$ cat config.mk
export PLATFORM = sky130hd
export DESIGN_NAME = frame_check_sequence_loss_counter
export DESIGN_NICKNAME = d
export VERILOG_FILES = /design/src/sv/fcsl_pkg.sv /design/src/sv/fcsl_frame_eval.sv /design/src/sv/fcsl_loss_acc.sv /design/src/sv/frame_check_sequence_loss_counter.sv
export SDC_FILE = /design/constraint.sdc
export NUM_CORES = 1
export LEC_CHECK = 0
export ABC_CLOCK_PERIOD_IN_PS = 8200
export BUFFER_PORTS_ARGS = -buffer_cell sky130_fd_sc_hd__buf_2
export CAP_MARGIN = 20
export CORE_ASPECT_RATIO = 0.75
export CORE_UTILIZATION = 26
export CTS_CLUSTER_DIAMETER = 200
export DETAILED_ROUTE_END_ITERATION = 8
export GPL_TIMING_DRIVEN = 0
export PLACE_DENSITY = 0.47
export SYNTH_ARGS = -nofsm -noshare
export SYNTH_HDL_FRONTEND = slang
export SYNTH_HIERARCHICAL = 1
export SYNTH_SLANG_ARGS = --single-unit
$ cat constraint.sdc
create_clock -name i_clk -period 8.2 [get_ports i_clk]
set_clock_uncertainty 0.05 [all_clocks]
set_input_delay 0.41 -clock i_clk [delete_from_list [all_inputs] [get_ports i_clk]]
set_output_delay 0.41 -clock i_clk [all_outputs]
set_load 0.02 [all_outputs]
$ cat src/sv/fcsl_pkg.sv
// ----------------------------------------------------------------------------
// fcsl_pkg
// Shared types and constants for the frame check sequence loss counter.
// ----------------------------------------------------------------------------
package fcsl_pkg;

    // Input item kinds (carried on tuser)
    localparam logic OP_DATA      = 1'b0;
    localparam logic OP_LINK_LOST = 1'b1;

    // Configuration register indexes
    localparam int          CFG_IDX_W       = 1;
    localparam logic [0:0]  CFG_HEADER_WORD = 1'b0;
    localparam logic [0:0]  CFG_TAIL_WORD   = 1'b1;

    // Configuration reset values
    localparam logic [15:0] HEADER_WORD_RST = 16'h55AA;
    localparam logic [15:0] TAIL_WORD_RST   = 16'hAA55;

    // Tail offset base: header, sequence and length words precede the payload
    localparam logic [15:0] TAIL_BASE = 16'd6;

    // Number of head bytes kept per packet
    localparam int HEAD_BYTES = 8;

    // Per-transfer control handed from the input stage to the datapath
    typedef struct packed {
        logic fire;       // input register hands its item on this cycle
        logic link_lost;  // item is a link-lost event
        logic last;       // item is the last byte of a packet
    } t_step;

    // One result item
    typedef struct packed {
        logic        frame_ok;
        logic [15:0] seq_number;
        logic [15:0] gap;
        logic [31:0] total_frames;
        logic [31:0] total_lost;
    } t_result;

endpackage

$ cat src/sv/fcsl_frame_eval.sv
// ----------------------------------------------------------------------------
// fcsl_frame_eval
// Tracks one packet: byte count, head bytes and tail capture, and checks
// header and tail on the last byte.
// ----------------------------------------------------------------------------
module fcsl_frame_eval #(
    parameter int MAX_PACKET_BYTES = 2048,
    parameter int CW               = $clog2(MAX_PACKET_BYTES + 1)
) (
    input  logic                 i_clk,
    input  logic                 i_rst_n,
    input  fcsl_pkg::t_step      i_step,
    input  logic [7:0]           i_byte_value,
    input  logic [15:0]          i_header_word,
    input  logic [15:0]          i_tail_word,
    output logic                 o_frame_ok,
    output logic [15:0]          o_seq_number
);

    logic [CW-1:0] r_count;
    logic [CW-1:0] n_count;
    logic [7:0]    r_head [fcsl_pkg::HEAD_BYTES];
    logic [7:0]    n_head [fcsl_pkg::HEAD_BYTES];
    logic [7:0]    r_tail_lo;
    logic [7:0]    n_tail_lo;
    logic [7:0]    r_tail_hi;
    logic [7:0]    n_tail_hi;

    logic          in_range;
    logic          past_len;
    logic [15:0]   tail_pos;
    logic [16:0]   tail_pos1;
    logic [16:0]   tail_end;
    logic [16:0]   pos_ext;
    logic [16:0]   len_ext;
    logic [7:0]    tail_lo_sel;
    logic [7:0]    tail_hi_sel;
    logic [15:0]   tail_rx_word;
    logic [15:0]   hdr_val;

    // Tail position from the stored length field
    assign tail_pos  = fcsl_pkg::TAIL_BASE + {r_head[5], r_head[4]};
    assign tail_pos1 = {1'b0, tail_pos} + 17'd1;
    assign tail_end  = {1'b0, tail_pos} + 17'd2;
    assign pos_ext   = 17'(r_count);
    assign in_range  = r_count < CW'(MAX_PACKET_BYTES);
    assign past_len  = r_count >= CW'(6);

    // Store the incoming byte
    always_comb begin
        for (int k = 0; k < fcsl_pkg::HEAD_BYTES; k++) begin
            n_head[k] = (in_range && r_count == CW'(k)) ? i_byte_value : r_head[k];
        end
        n_tail_lo = (in_range && past_len && pos_ext == {1'b0, tail_pos})
                    ? i_byte_value : r_tail_lo;
        n_tail_hi = (in_range && past_len && pos_ext == tail_pos1)
                    ? i_byte_value : r_tail_hi;
        n_count   = in_range ? r_count + CW'(1) : r_count;
    end

    // Check header and tail against the packet including this byte
    assign len_ext      = 17'(n_count);
    assign tail_lo_sel  = (tail_pos < 16'd8) ? n_head[tail_pos[2:0]] : n_tail_lo;
    assign tail_hi_sel  = (tail_pos1 < 17'd8) ? n_head[tail_pos1[2:0]] : n_tail_hi;
    assign tail_rx_word = (tail_end <= len_ext) ? {tail_hi_sel, tail_lo_sel} : 16'd0;
    assign hdr_val      = {n_head[1], n_head[0]};

    assign o_frame_ok   = (n_count >= CW'(8)) && (hdr_val == i_header_word)
                          && (tail_rx_word == i_tail_word);
    assign o_seq_number = {n_head[3], n_head[2]};

    // Advance packet state; clear at packet end or link loss
    always_ff @(posedge i_clk) begin
        if (!i_rst_n) begin
            r_count   <= '0;
            r_tail_lo <= '0;
            r_tail_hi <= '0;
            for (int k = 0; k < fcsl_pkg::HEAD_BYTES; k++) begin
                r_head[k] <= '0;
            end
        end else if (i_step.fire) begin
            if (i_step.link_lost || i_step.last) begin
                r_count   <= '0;
                r_tail_lo <= '0;
                r_tail_hi <= '0;
                for (int k = 0; k < fcsl_pkg::HEAD_BYTES; k++) begin
                    r_head[k] <= '0;
                end
            end else begin
                r_count   <= n_count;
                r_tail_lo <= n_tail_lo;
                r_tail_hi <= n_tail_hi;
                for (int k = 0; k < fcsl_pkg::HEAD_BYTES; k++) begin
                    r_head[k] <= n_head[k];
                end
            end
        end
    end

endmodule

$ cat src/sv/fcsl_loss_acc.sv
// ----------------------------------------------------------------------------
// fcsl_loss_acc
// Holds the expected sequence number and the frame and loss totals.
// ----------------------------------------------------------------------------
module fcsl_loss_acc (
    input  logic                 i_clk,
    input  logic                 i_rst_n,
    input  fcsl_pkg::t_step      i_step,
    input  logic                 i_frame_ok,
    input  logic [15:0]          i_seq_number,
    output logic [15:0]          o_gap,
    output logic [31:0]          o_total_frames,
    output logic [31:0]          o_total_lost
);

    logic        r_armed;
    logic [15:0] r_expected;
    logic [31:0] r_frames;
    logic [31:0] r_lost;
    logic        frame_hit;

    assign frame_hit = i_step.fire && !i_step.link_lost && i_step.last && i_frame_ok;

    // Gap counts only once the expectation is armed
    assign o_gap          = (i_frame_ok && r_armed) ? i_seq_number - r_expected : 16'd0;
    assign o_total_frames = i_frame_ok ? r_frames + 32'd1 : r_frames;
    assign o_total_lost   = r_lost + 32'(o_gap);

    // Update expectation and totals
    always_ff @(posedge i_clk) begin
        if (!i_rst_n) begin
            r_armed    <= 1'b0;
            r_expected <= '0;
            r_frames   <= '0;
            r_lost     <= '0;
        end else if (i_step.fire && i_step.link_lost) begin
            r_armed <= 1'b0;
        end else if (frame_hit) begin
            r_armed    <= 1'b1;
            r_expected <= i_seq_number + 16'd1;
            r_frames   <= o_total_frames;
            r_lost     <= o_total_lost;
        end
    end

endmodule

$ cat src/sv/frame_check_sequence_loss_counter.sv
// ----------------------------------------------------------------------------
// frame_check_sequence_loss_counter
// Byte-serial packet checker that counts frames and sequence-number gaps.
// ----------------------------------------------------------------------------
// Throughput: one byte transfer per cycle while the result stream keeps up;
// a last byte waits in the input register while the result register is full.
// A last byte passes the input register, then its result the result register.
// Rate is set by the single pass from the input register to the result register.
// Reset (i_rst_n low, synchronous) clears packet state, totals, expectation
// and restores header_word and tail_word to their defaults.
module frame_check_sequence_loss_counter #(
    parameter int MAX_PACKET_BYTES = 2048
) (
    input  logic                           i_clk,
    input  logic                           i_rst_n,
    // Input stream
    input  logic                           i_s_axis_tvalid,
    output logic                           o_s_axis_tready,
    input  logic [7:0]                     i_s_axis_tdata,  // [7:0] byte_value
    input  logic                           i_s_axis_tuser,  // [0] opcode
    input  logic                           i_s_axis_tlast,  // last_byte
    // Result stream
    output logic                           o_m_axis_tvalid,
    input  logic                           i_m_axis_tready,
    // [15:0] seq_number, [31:16] gap, [63:32] total_frames, [95:64] total_lost
    output logic [95:0]                    o_m_axis_tdata,
    output logic                           o_m_axis_tuser,  // [0] frame_ok
    // Configuration writes
    input  logic                           i_cfg_valid,
    output logic                           o_cfg_ready,
    input  logic [fcsl_pkg::CFG_IDX_W-1:0] i_cfg_index,
    input  logic [15:0]                    i_cfg_data
);

    logic [15:0]       r_header_word;
    logic [15:0]       r_tail_word;

    logic              r_a_valid;
    logic              r_a_opcode;
    logic [7:0]        r_a_byte;
    logic              r_a_last;

    logic              r_out_valid;
    fcsl_pkg::t_result r_out;
    fcsl_pkg::t_result n_out;

    logic              ev_frame_ok;
    logic [15:0]       ev_seq_number;
    logic [15:0]       acc_gap;
    logic [31:0]       acc_total_frames;
    logic [31:0]       acc_total_lost;

    logic              a_has_res;
    logic              out_free;
    logic              a_fire;
    logic              s_accept;
    fcsl_pkg::t_step   step;

    // Configuration registers; always ready
    assign o_cfg_ready = 1'b1;

    always_ff @(posedge i_clk) begin
        if (!i_rst_n) begin
            r_header_word <= fcsl_pkg::HEADER_WORD_RST;
            r_tail_word   <= fcsl_pkg::TAIL_WORD_RST;
        end else if (i_cfg_valid) begin
            unique case (i_cfg_index)
                fcsl_pkg::CFG_HEADER_WORD: r_header_word <= i_cfg_data;
                fcsl_pkg::CFG_TAIL_WORD:   r_tail_word   <= i_cfg_data;
                default: ;
            endcase
        end
    end

    // Handshake: the input item moves on unless its result finds the output full
    assign a_has_res       = (r_a_opcode == fcsl_pkg::OP_DATA) && r_a_last;
    assign out_free        = !r_out_valid || i_m_axis_tready;
    assign a_fire          = r_a_valid && (!a_has_res || out_free);
    assign o_s_axis_tready = !r_a_valid || a_fire;
    assign s_accept        = i_s_axis_tvalid && o_s_axis_tready;

    assign step.fire      = a_fire;
    assign step.link_lost = (r_a_opcode == fcsl_pkg::OP_LINK_LOST);
    assign step.last      = r_a_last;

    // Input register: valid flag
    always_ff @(posedge i_clk) begin
        if (!i_rst_n) begin
            r_a_valid <= 1'b0;
        end else if (s_accept) begin
            r_a_valid <= 1'b1;
        end else if (a_fire) begin
            r_a_valid <= 1'b0;
        end
    end

    // Input register: payload
    always_ff @(posedge i_clk) begin
        if (s_accept) begin
            r_a_opcode <= i_s_axis_tuser;
            r_a_byte   <= i_s_axis_tdata;
            r_a_last   <= i_s_axis_tlast;
        end
    end

    fcsl_frame_eval #(
        .MAX_PACKET_BYTES (MAX_PACKET_BYTES)
    ) u_frame_eval (
        .i_clk         (i_clk),
        .i_rst_n       (i_rst_n),
        .i_step        (step),
        .i_byte_value  (r_a_byte),
        .i_header_word (r_header_word),
        .i_tail_word   (r_tail_word),
        .o_frame_ok    (ev_frame_ok),
        .o_seq_number  (ev_seq_number)
    );

    fcsl_loss_acc u_loss_acc (
        .i_clk          (i_clk),
        .i_rst_n        (i_rst_n),
        .i_step         (step),
        .i_frame_ok     (ev_frame_ok),
        .i_seq_number   (ev_seq_number),
        .o_gap          (acc_gap),
        .o_total_frames (acc_total_frames),
        .o_total_lost   (acc_total_lost)
    );

    // Gather the result fields
    assign n_out = {ev_frame_ok, ev_seq_number, acc_gap, acc_total_frames, acc_total_lost};

    // Result register: valid flag
    always_ff @(posedge i_clk) begin
        if (!i_rst_n) begin
            r_out_valid <= 1'b0;
        end else if (a_fire && a_has_res) begin
            r_out_valid <= 1'b1;
        end else if (i_m_axis_tready) begin
            r_out_valid <= 1'b0;
        end
    end

    // Result register: payload
    always_ff @(posedge i_clk) begin
        if (a_fire && a_has_res) begin
            r_out <= n_out;
        end
    end

    assign o_m_axis_tvalid = r_out_valid;
    assign o_m_axis_tuser  = r_out.frame_ok;
    assign o_m_axis_tdata  = {r_out.total_lost, r_out.total_frames,
                              r_out.gap, r_out.seq_number};

endmodule
==> Word-level counts from Yosys, hierarchy flattened <==
Memory sizes are Yosys's and may differ from the RTL's.
Cells that the tools add are included.
{ "totals": {"output_inout_bits": 100, "ramBits": 64, "mem_count": 1, "ff_bits": 250, "elab_cells": 160} }
{ "classes": {"add_sub_neg": 8, "n_eq_ne": 11, "n_reduce_logical": 37, "n_lt_le_gt_ge": 8, "n_bitwise": 22, "mux": 54} }
{ "mem_list": {"columns": ["memory", "depth", "word_bits", "read_ports", "rd_clocked_by_memory_dff", "write_ports", "line", "source"], "rows": [
  ["u_frame_eval.r_head", 8, 8, 8, 0, 8, "fcsl_frame_eval.sv:22", "logic [7:0] r_head [fcsl_pkg::HEAD_BYTES];"]
]} }
{ "op_table": {"columns": ["operator", "count"], "rows": [
  ["two-way mux 8 bit", 34],
  ["binary-select mux 8 bit (select 3 bit)", 2],
  ["equality test 12 x 3 -> 1 bit, second input constant", 4],
  ["adder 32 x 1 -> 32 bit, second input constant", 1],
  ["adder 32 x 16 -> 32 bit", 1],
  ["equality test 16 bit", 2],
  ["two-way mux 16 bit", 2],
  ["two-way mux 32 bit", 1],
  ["equality test 12 x 2 -> 1 bit, second input constant", 2],
  ["two-way mux 12 bit", 2],
  ["logical AND 1 bit", 22],
  ["adder 16 x 1 -> 17 bit, second input constant", 1],
  ["adder 16 x 2 -> 17 bit, second input constant", 1],
  ["equality test 12 x 17 -> 1 bit", 1],
  ["<= comparator 17 x 12 -> 1 bit", 1],
  ["< comparator 17 x 4 -> 1 bit, second input constant", 1],
  ["adder 16 x 1 -> 16 bit, second input constant", 1],
  ["adder 3 x 16 -> 16 bit, first input constant", 1],
  ["equality test 12 x 16 -> 1 bit", 1],
  ["< comparator 16 x 4 -> 1 bit, second input constant", 1],
  ["bitwise OR 1 bit", 16],
  ["subtractor 16 bit", 1],
  ["two-way mux 1 bit", 13],
  ["adder 12 x 1 -> 12 bit, second input constant", 1],
  ["other kinds (13)", 27]
]} }

==> Longest topological paths before layout <==
Gate-level depths: netlist of run 1.
An unclocked memory read counts as a cell.
{ "depth": {"word_depth": 14, "depth_mapped": 40} }

==> Hierarchy <==
Netlist of run 1, hierarchy kept.
{ "modules_own_cells": {"columns": ["module", "instances", "area_each_um2", "cells_each"], "rows": [
  ["fcsl_frame_eval", 1, 9846.9, 1205],
  ["fcsl_loss_acc", 1, 5988.2, 780],
  ["frame_check_sequence_loss_counter", 1, 4515.6, 263]
]} }

==> Worst setup path after synthesis of run 1 <==
Ideal clock, no wire load.
{ "synth_path": {"path_kind": "register -> register", "from": "mem u_frame_eval.r_head[4][1], in the netlist u_frame_eval/r_head[1][1]", "to": "reg u_loss_acc.r_lost[18]", "stages_incl_launch_ff": 40, "synth_period_minus_slack_ns": 8.350, "required_time_ns": 8.080, "slack_ns": -0.150, "setup_time_ns": 0.070, "t_arrival_ns": 8.230, "cell_sequence": "edfxtp_1 > buf_2 > clkbuf_1 > inv_1 > clkbuf_1 > ha_1 > buf_4 > nand3b_1 > or4_1 > a21oi_1 > and2_1 > nand2_1 > xor2_1 > ha_1 > a21o_1 > a21oi_1 > nand2_1 > o21ai_0 > [... 4 more ...] > a32oi_1 > a22o_1 > or4_1 > a2111oi_2 > buf_4 > nand2_1 > clkbuf_1 > nor2_1 > ha_1 > inv_1 > fa_1 > nand2b_1 > a21oi_1 > o2111ai_1 > a21bo_2 > buf_2 > or4_1 > a21oi_1"} }
{ "synth_rtl": {"columns": ["item", "line", "source"], "rows": [
  ["start, declared", "fcsl_frame_eval.sv:22", null],
  ["end signal, assigned", "fcsl_loss_acc.sv:42", "r_lost <= o_total_lost;"],
  ["end, declared", "fcsl_loss_acc.sv:19", "logic [31:0] r_lost;"]
]} }

==> results.toml, run 1 <==
[status]
outcome = "finished, final reports clean"

[cells_and_area]
multi_input_area_um2 = 12000
final_util_pct = 32.6
fillers = 8046
layout-drive-gt1-share_pct = 20.0
syn_to_final_growth_pct = 23.5
nNetsFinal = 2577
area.sequential_um2 = 7920

[routing]
drt_iter0_markers = 1992
wl_mm = 81.6
vias = 19077
via_per_inst = 5.37
wire_per_inst_um = 23.0
drc_errors = 0
first_pass_iters = 6
ant_nets = 0

[die]
start_util_pct = 26.4
core_area_um2 = 77200
io_pins = 132
die_x_um = 325
fp.dieH_um = 244
fp.dieArea_um2 = 79400
fp-row-count = 88

[critical_path]
cp.required_ns = 8.64
reg2reg_depth = 38
cp_data_arrival_time_ns = 8.63
slowest_delay_ns = 0.50
start_kind = "register"
crit_path_end_kind = "register"
path_class = "reg -> reg"
slowest_stage = "or3b_2"
timing.critical_path.mode_cell = "buf_6"
cp_max_fo = 8

[cts]
cts_root_buf = "clkbuf_16"
cts_made_buffers = 36
clock_latency_ns = 0.57
clk_pin_slew_ns = 0.06
htree_levels = 2
clk_path_buf_depth = 3
cts_tree = "built"
numClockSinks = 314

[timing]
finalSetupTns_ns = 0
fmax_ghz = 0.122
maxSlewHeadroom_pct = 32.0
fin_crit_ns = 8.19
setup_viol = 0
finalCritPeriodShare_pct = 99.9
finalHoldWorstSlack_ns = 0.0268
worst_pin_slew_ns = 1.01
hold_viol = 0
drv_slew = 0
rsz0062_at_grt = "true"

[placement]
dpl.hpwl_mm = 61.9
portBuffers = 130
gp_congestion = 0.960

[power]
power.total_mw = 4.02
clockPowerShare_pct = 43.4
power-per-cell-area_nw_per_um2 = 160
comb_power_share_pct = 14.1
p_leak_nw = 9.53
cellInternalPower_mw = 2.91
vdd_drop_max_mv = 0.113
switching_share_pct = 27.6
share_seq_of_total_power_pct = 42.4
power.switching_mw = 1.11

[yosys]
synth.avg_cell_area_um2 = 9.05
synth_edf_count = 163
synth.ff_latch_count = 314
synth_nets = 2335
syn_inst = 2248
synthArstFlopShare_pct = 0
ys.warnings.count = 6
synth_area_um2 = 20400
netlist_top_cells_area = "edfxtp_1 24%, dfxtp_1 15%, xnor2_1 5.3%, nand2_1 3.9%, nor2_1 3.7%"
synth.top_cell.area_share_pct = 24.1
synth_top_area_cell = "edfxtp_1"
synth_flop_cell = "edfxtp_1"
seq_area_frac_synth_pct = 38.9
synth_cell_types = 109

[grt]
grt_max_degree = 40
grt_util_met2_pct = 27.0
grt.busiest_layer = "met1"
grt_use_met3_pct = 6.69
overflow = 0
antenna_found_initial = 3
grt_pass1_wl_mm = 118
first_global_vias = 18099
grtUsageMet1_pct = 29.1
grt_usage_pct = 19.7

[min_path]
hp-class = "in -> reg"
hold_depth = 1

[run]
drv_cap = 0
cell usage in the layout, fill, tap and decap left out, types with 81 or more instances in the layout:
cell type / n
nand2_1: 206
nor2_1: 183
buf_2: 163
edfxtp_1: 163
dfxtp_1: 151
xnor2_1: 120
nand3_1: 109
clkbuf_1: 93
inv_1: 81
power by group through the flow:
stage | clock network (mW) | registers, mW | logic (mW)
after detailed placement | 0 | 1.74 | 0.503
after floorplan | 0 | 1.73 | 0.320
after global routing | 1.86 | 1.71 | 0.600
after global placement | 0 | 1.74 | 0.499
after CTS | 1.79 | 1.71 | 0.529
final | 1.75 | 1.71 | 0.568
path summary, 6_finish.rpt:
kind / slack [ns] / from / end
worst max-delay path: 0.009 / u_frame_eval/r_head[1][1] / u_loss_acc/r_lost[20]
worst min-delay path: 0.03 / i_s_axis_tdata[1] / r_a_byte[1]
worst max register to register: 0.009 / u_frame_eval/r_head[1][1] / u_loss_acc/r_lost[20]
worst min register to register: 0.41 / u_loss_acc/r_expected[1] / u_loss_acc/r_expected[1]
per-stage QoR:
stage	std cells	instance area [um^2]	worst slack [ns]
after floorplan	2248	20400	0.0758
after global placement	3413	22300	-3.33
after detailed placement	3419	22400	-3.25
after CTS	3515	24300	0.0397
after global routing	3554	25100	-0.176
final	3554	25100	0.00892
cells in the mapped netlist, types with 23 or more instances:
cell / count
nor2b_1: 23
a21oi_1: 88
buf_2: 37
or3_1: 36
a31oi_1: 26
ha_1: 53
inv_1: 83
nand3_1: 111
nor2_1: 203
nor3_1: 45
nand4_1: 44
o21ai_0: 65
o31ai_1: 26
nand2_1: 210
clkbuf_1: 96
xnor2_1: 124
buf_4: 24
mux2i_1: 64
dfxtp_1: 151
edfxtp_1: 163
a211oi_1: 33
xor2_1: 73
nor4_1: 26
and3_1: 27
final cells by class:
cell class	count	share of cell area, %
tap	1035	5.15
timing repair buffer	205	5.35
antenna	1	0.00996
clock buffer	49	4.06
clock inverter	17	0.976
multi-input combinational	1674	47.7
buffer	175	3.94
inverter	84	1.27
sequential	314	31.5
flip-flops by register name, summed over array words and instances (netlist names), 12 cells and up:
name and cells:
u_loss_acc/r_expected 16, u_loss_acc/r_frames 32, r_header_word 16, u_frame_eval/r_count 12
r_tail_word 16, u_loss_acc/r_lost 32, u_frame_eval/r_head 64, o_m_axis_tdata 96
critical path: cells and delay by family, from the launching register on:
| family | cells | cell delay, ns |
|---|---|---|
| AO/OA/AOI/OAI | 14 | 2.97 |
| AND/OR/NAND/NOR | 8 | 2.03 |
| buffers and inverters | 11 | 1.39 |
| adder cells (fa/ha/maj) | 4 | 1.02 |
| flip-flops | 1 | 0.41 |
| XOR/XNOR | 1 | 0.17 |
cell families (layout without fill, tap and decap cells):
| logic type | count (synthesis) | after routing | share of synthesized area (%) |
|---|---|---|---|
| mux | 81 | 81 | 4.56 |
| xor+xnor | 198 | 198 | 8.59 |
| flops | 314 | 314 | 38.9 |
| fa+ha+maj | 55 | 55 | 3.46 |
| compound gates | 469 | 469 | 16.5 |
| buf+inv | 260 | 530 | 5.80 |
| other cells | 1 | 2 | 0.0184 |
| simple gates | 870 | 870 | 22.1 |
timing repair:
| action | CTS | global route |
|---|---|---|
| cloned | 1 | 4 |
| endpoints found under the setup margin | 161 | 60 |
| buffers inserted | 26 | 30 |
| resized for setup | 82 | 115 |
| pin swaps | 23 | 45 |
| hold buffers | 3 | 5 |
| endpoints found under the hold margin | 3 | 5 |
metal layers:
layer | vias to the layer above | wire length [um] | share of wire (%)
met5 | - | 0 | 0
met4 | 0 | 1400 | 1.7
met3 | 84 | 8390 | 10
met2 | 779 | 32500 | 40
met1 | 9461 | 39400 | 48
li1 | 8753 | - | -
No activity file was read; power rests on OpenSTA's default activity.
==> run 2: changes to the inputs <==
--- a/config.mk
+++ b/config.mk
@@ -5,6 +5,7 @@
 export SDC_FILE = /design/constraint.sdc
 export NUM_CORES = 1
 export LEC_CHECK = 0
+export ABC_AREA = 1
 export ABC_CLOCK_PERIOD_IN_PS = 8200
 export BUFFER_PORTS_ARGS = -buffer_cell sky130_fd_sc_hd__buf_2
 export CAP_MARGIN = 20
==> run 2 against run 1 <==
  * Maximum frequency is 7.6% higher
  * First-iteration DRC count is 5.1% lower
  * Non-clock buffer count is 123 lower
  * Largest cell class unchanged
  * Synthesized cell count is 29% higher
  * Die area hardly changed
  * Clock-buffer cell count is 2 lower
==> results.toml, run 2 <==
[routing]
vias = 19492
drt_iter0_markers = 1891
first_pass_iters = 5
wl_mm = 73.6
wire_per_inst_um = 17.7
drc_errors = 0
via_per_inst = 4.69
ant_nets = 0

[timing]
hold_viol = 0
maxSlewHeadroom_pct = 25.5
setup_viol = 0
fin_crit_ns = 7.61
fmax_ghz = 0.131
finalCritPeriodShare_pct = 92.8
finalSetupTns_ns = 0
drv_slew = 0
finalHoldWorstSlack_ns = 0.0358
rsz0062_at_grt = "false"
worst_pin_slew_ns = 1.12

[critical_path]
cp_max_fo = 10
r2r-start = "u_frame_eval/r_head[1][1]"
path_class = "reg -> reg"
reg2reg_depth = 42
slowest_delay_ns = 0.44
start_kind = "register"
cp_data_arrival_time_ns = 7.87
cp.required_ns = 8.46
crit_path_end_kind = "register"
timing.critical_path.mode_cell = "nand2_1"
setup.worst_path.start = "u_frame_eval/r_head[1][1]"
slowest_stage = "ha_1"

[cells_and_area]
final_cell_mix = "774 x nand2_1, 405 x inv_1, 303 x nand3_1"
layout-drive-gt1-share_pct = 11.6
instances_no_fill = 4158
layout_commonest_cell = "nand2_1"
nNetsFinal = 3182
design_area_um2 = 23900
n_antenna_cell = 0
syn_to_final_growth_pct = 17.3
largest_reg_flops = 96

[cts]
cts_made_buffers = 36
htree_levels = 2
clk_pin_slew_ns = 0.07
numClockSinks = 314
clock_latency_ns = 0.59
cts_tree = "built"
clk_path_buf_depth = 3
cts_root_buf = "clkbuf_16"

[min_path]
hold_depth = 3
min_from = "i_cfg_data[11]"
hp-class = "in -> reg"

[grt]
overflow = 0
grt_usage_pct = 18.1
grt_max_degree = 65
antenna_found_initial = 0
grt_pass1_wl_mm = 110
first_global_vias = 17897

[yosys]
netlist_top_cells_area = "edfxtp_1 24%, dfxtp_1 15%, nand2_1 14%, inv_1 7.5%, nand3_1 7.5%"
ys.warnings.count = 6
yosys-top-cells-count = "777 x nand2_1, 407 x inv_1, 304 x nand3_1, 292 x nor2_1, 163 x edfxtp_1"
synth.avg_cell_area_um2 = 7.01
synthArstFlopShare_pct = 0
synth.ff_latch_count = 314
seq_area_frac_synth_pct = 38.9
synth_edf_count = 163
synth_area_um2 = 20400
synth_flop_cell = "edfxtp_1"
synth_most_common_cell = "nand2_1"
synth_cell_types = 54
syn_inst = 2903
synth_nets = 2990
synth_top_area_cell = "edfxtp_1"
synth.top_cell.area_share_pct = 24.0

[run]
drv_cap = 0

[status]
outcome = "finished, final reports clean"

[placement]
dpl_cell_area_um2 = 22400
gp_congestion = 0.953
dp_cells = 4070
dpl.hpwl_mm = 57.0
portBuffers = 130

[die]
die_x_um = 325
fp-row-count = 88
fp.dieH_um = 244
core_area_um2 = 77200
fp.dieArea_um2 = 79400
io_pins = 132
start_util_pct = 26.4

[power]
power-per-cell-area_nw_per_um2 = 161
power.total_mw = 3.85
vdd_drop_max_mv = 0.122
p_leak_nw = 10.9
-- run 2: cell type report --
| cell class | count | area [um^2] |
|---|---|---|
| Fill cell | 8480 | 53300 |
| Multi-Input combinational cell | 2061 | 10400 |
| Sequential cell | 314 | 7920 |
| Inverter | 425 | 1600 |
| Tap cell | 1035 | 1290 |
| Clock buffer | 47 | 962 |
| Timing Repair Buffer | 155 | 931 |
| Buffer | 102 | 532 |
| Clock inverter | 19 | 238 |
-- run 2: through the flow --
step / worst slack, ns / utilization (%)
floorplan: 2.08 / -
global placement: -1.08 / 28.9
detailed placement: -1.00 / 29.0
CTS: 0.0492 / 30.8
global route: 0.0330 / 30.9
finish: 0.590 / 30.9
-- run 2: worst max-delay path: cells and delay by family (launching register included) --
family                     cells  cell delay (ns)
AOI/OAI and AO/OA              4             0.60
xor gates and xnor gates       1             0.29
adders and majority gates      3             1.05
buffers and inverters          8             1.26
DFF                            1             0.41
and+or+nand+nor               26             3.64
-- run 2: cells by family after synthesis --
kind of cell / count (synthesis) / synth area share, %
AOI/OAI and AO/OA: 376 / 10.2
xor gates and xnor gates: 77 / 3.52
adders and majority gates: 55 / 3.45
buffers and inverters: 528 / 10.4
DFF: 314 / 38.9
other: 1 / 0.0184
and+or+nand+nor: 1552 / 33.5
-- run 2: worst paths after layout --
path,end,slack (ns)
setup / recovery,o_m_axis_tdata[95],0.59
hold / removal,r_tail_word[11],0.04
setup reg to reg,o_m_axis_tdata[95],0.59
hold reg to reg,u_frame_eval/r_head[0][6],0.41
-- run 2: metal layers --
metal  global-route usage, %  routed length [um]
met5                       0                   0
met4                    3.94                1230
met3                    3.67                5270
met2                    24.5               28200
met1                    28.6               38900
-- run 2: power by group --
part,total [mW],internal (mW),switching (mW)
Combinational,0.455,0.136,0.318
Sequential,1.71,1.68,0.0311
Clock,1.68,0.967,0.713
-- run 2: what timing repair did --
item | 4_1_cts | 5_1_grt
gates resized for setup | 6 | 18
endpoints found under the setup margin | 60 | 55
hold endpoints to repair | 21 | 0
setup buffers | 1 | 1
hold buffers | 21 | 0
pin swaps | 0 | 1
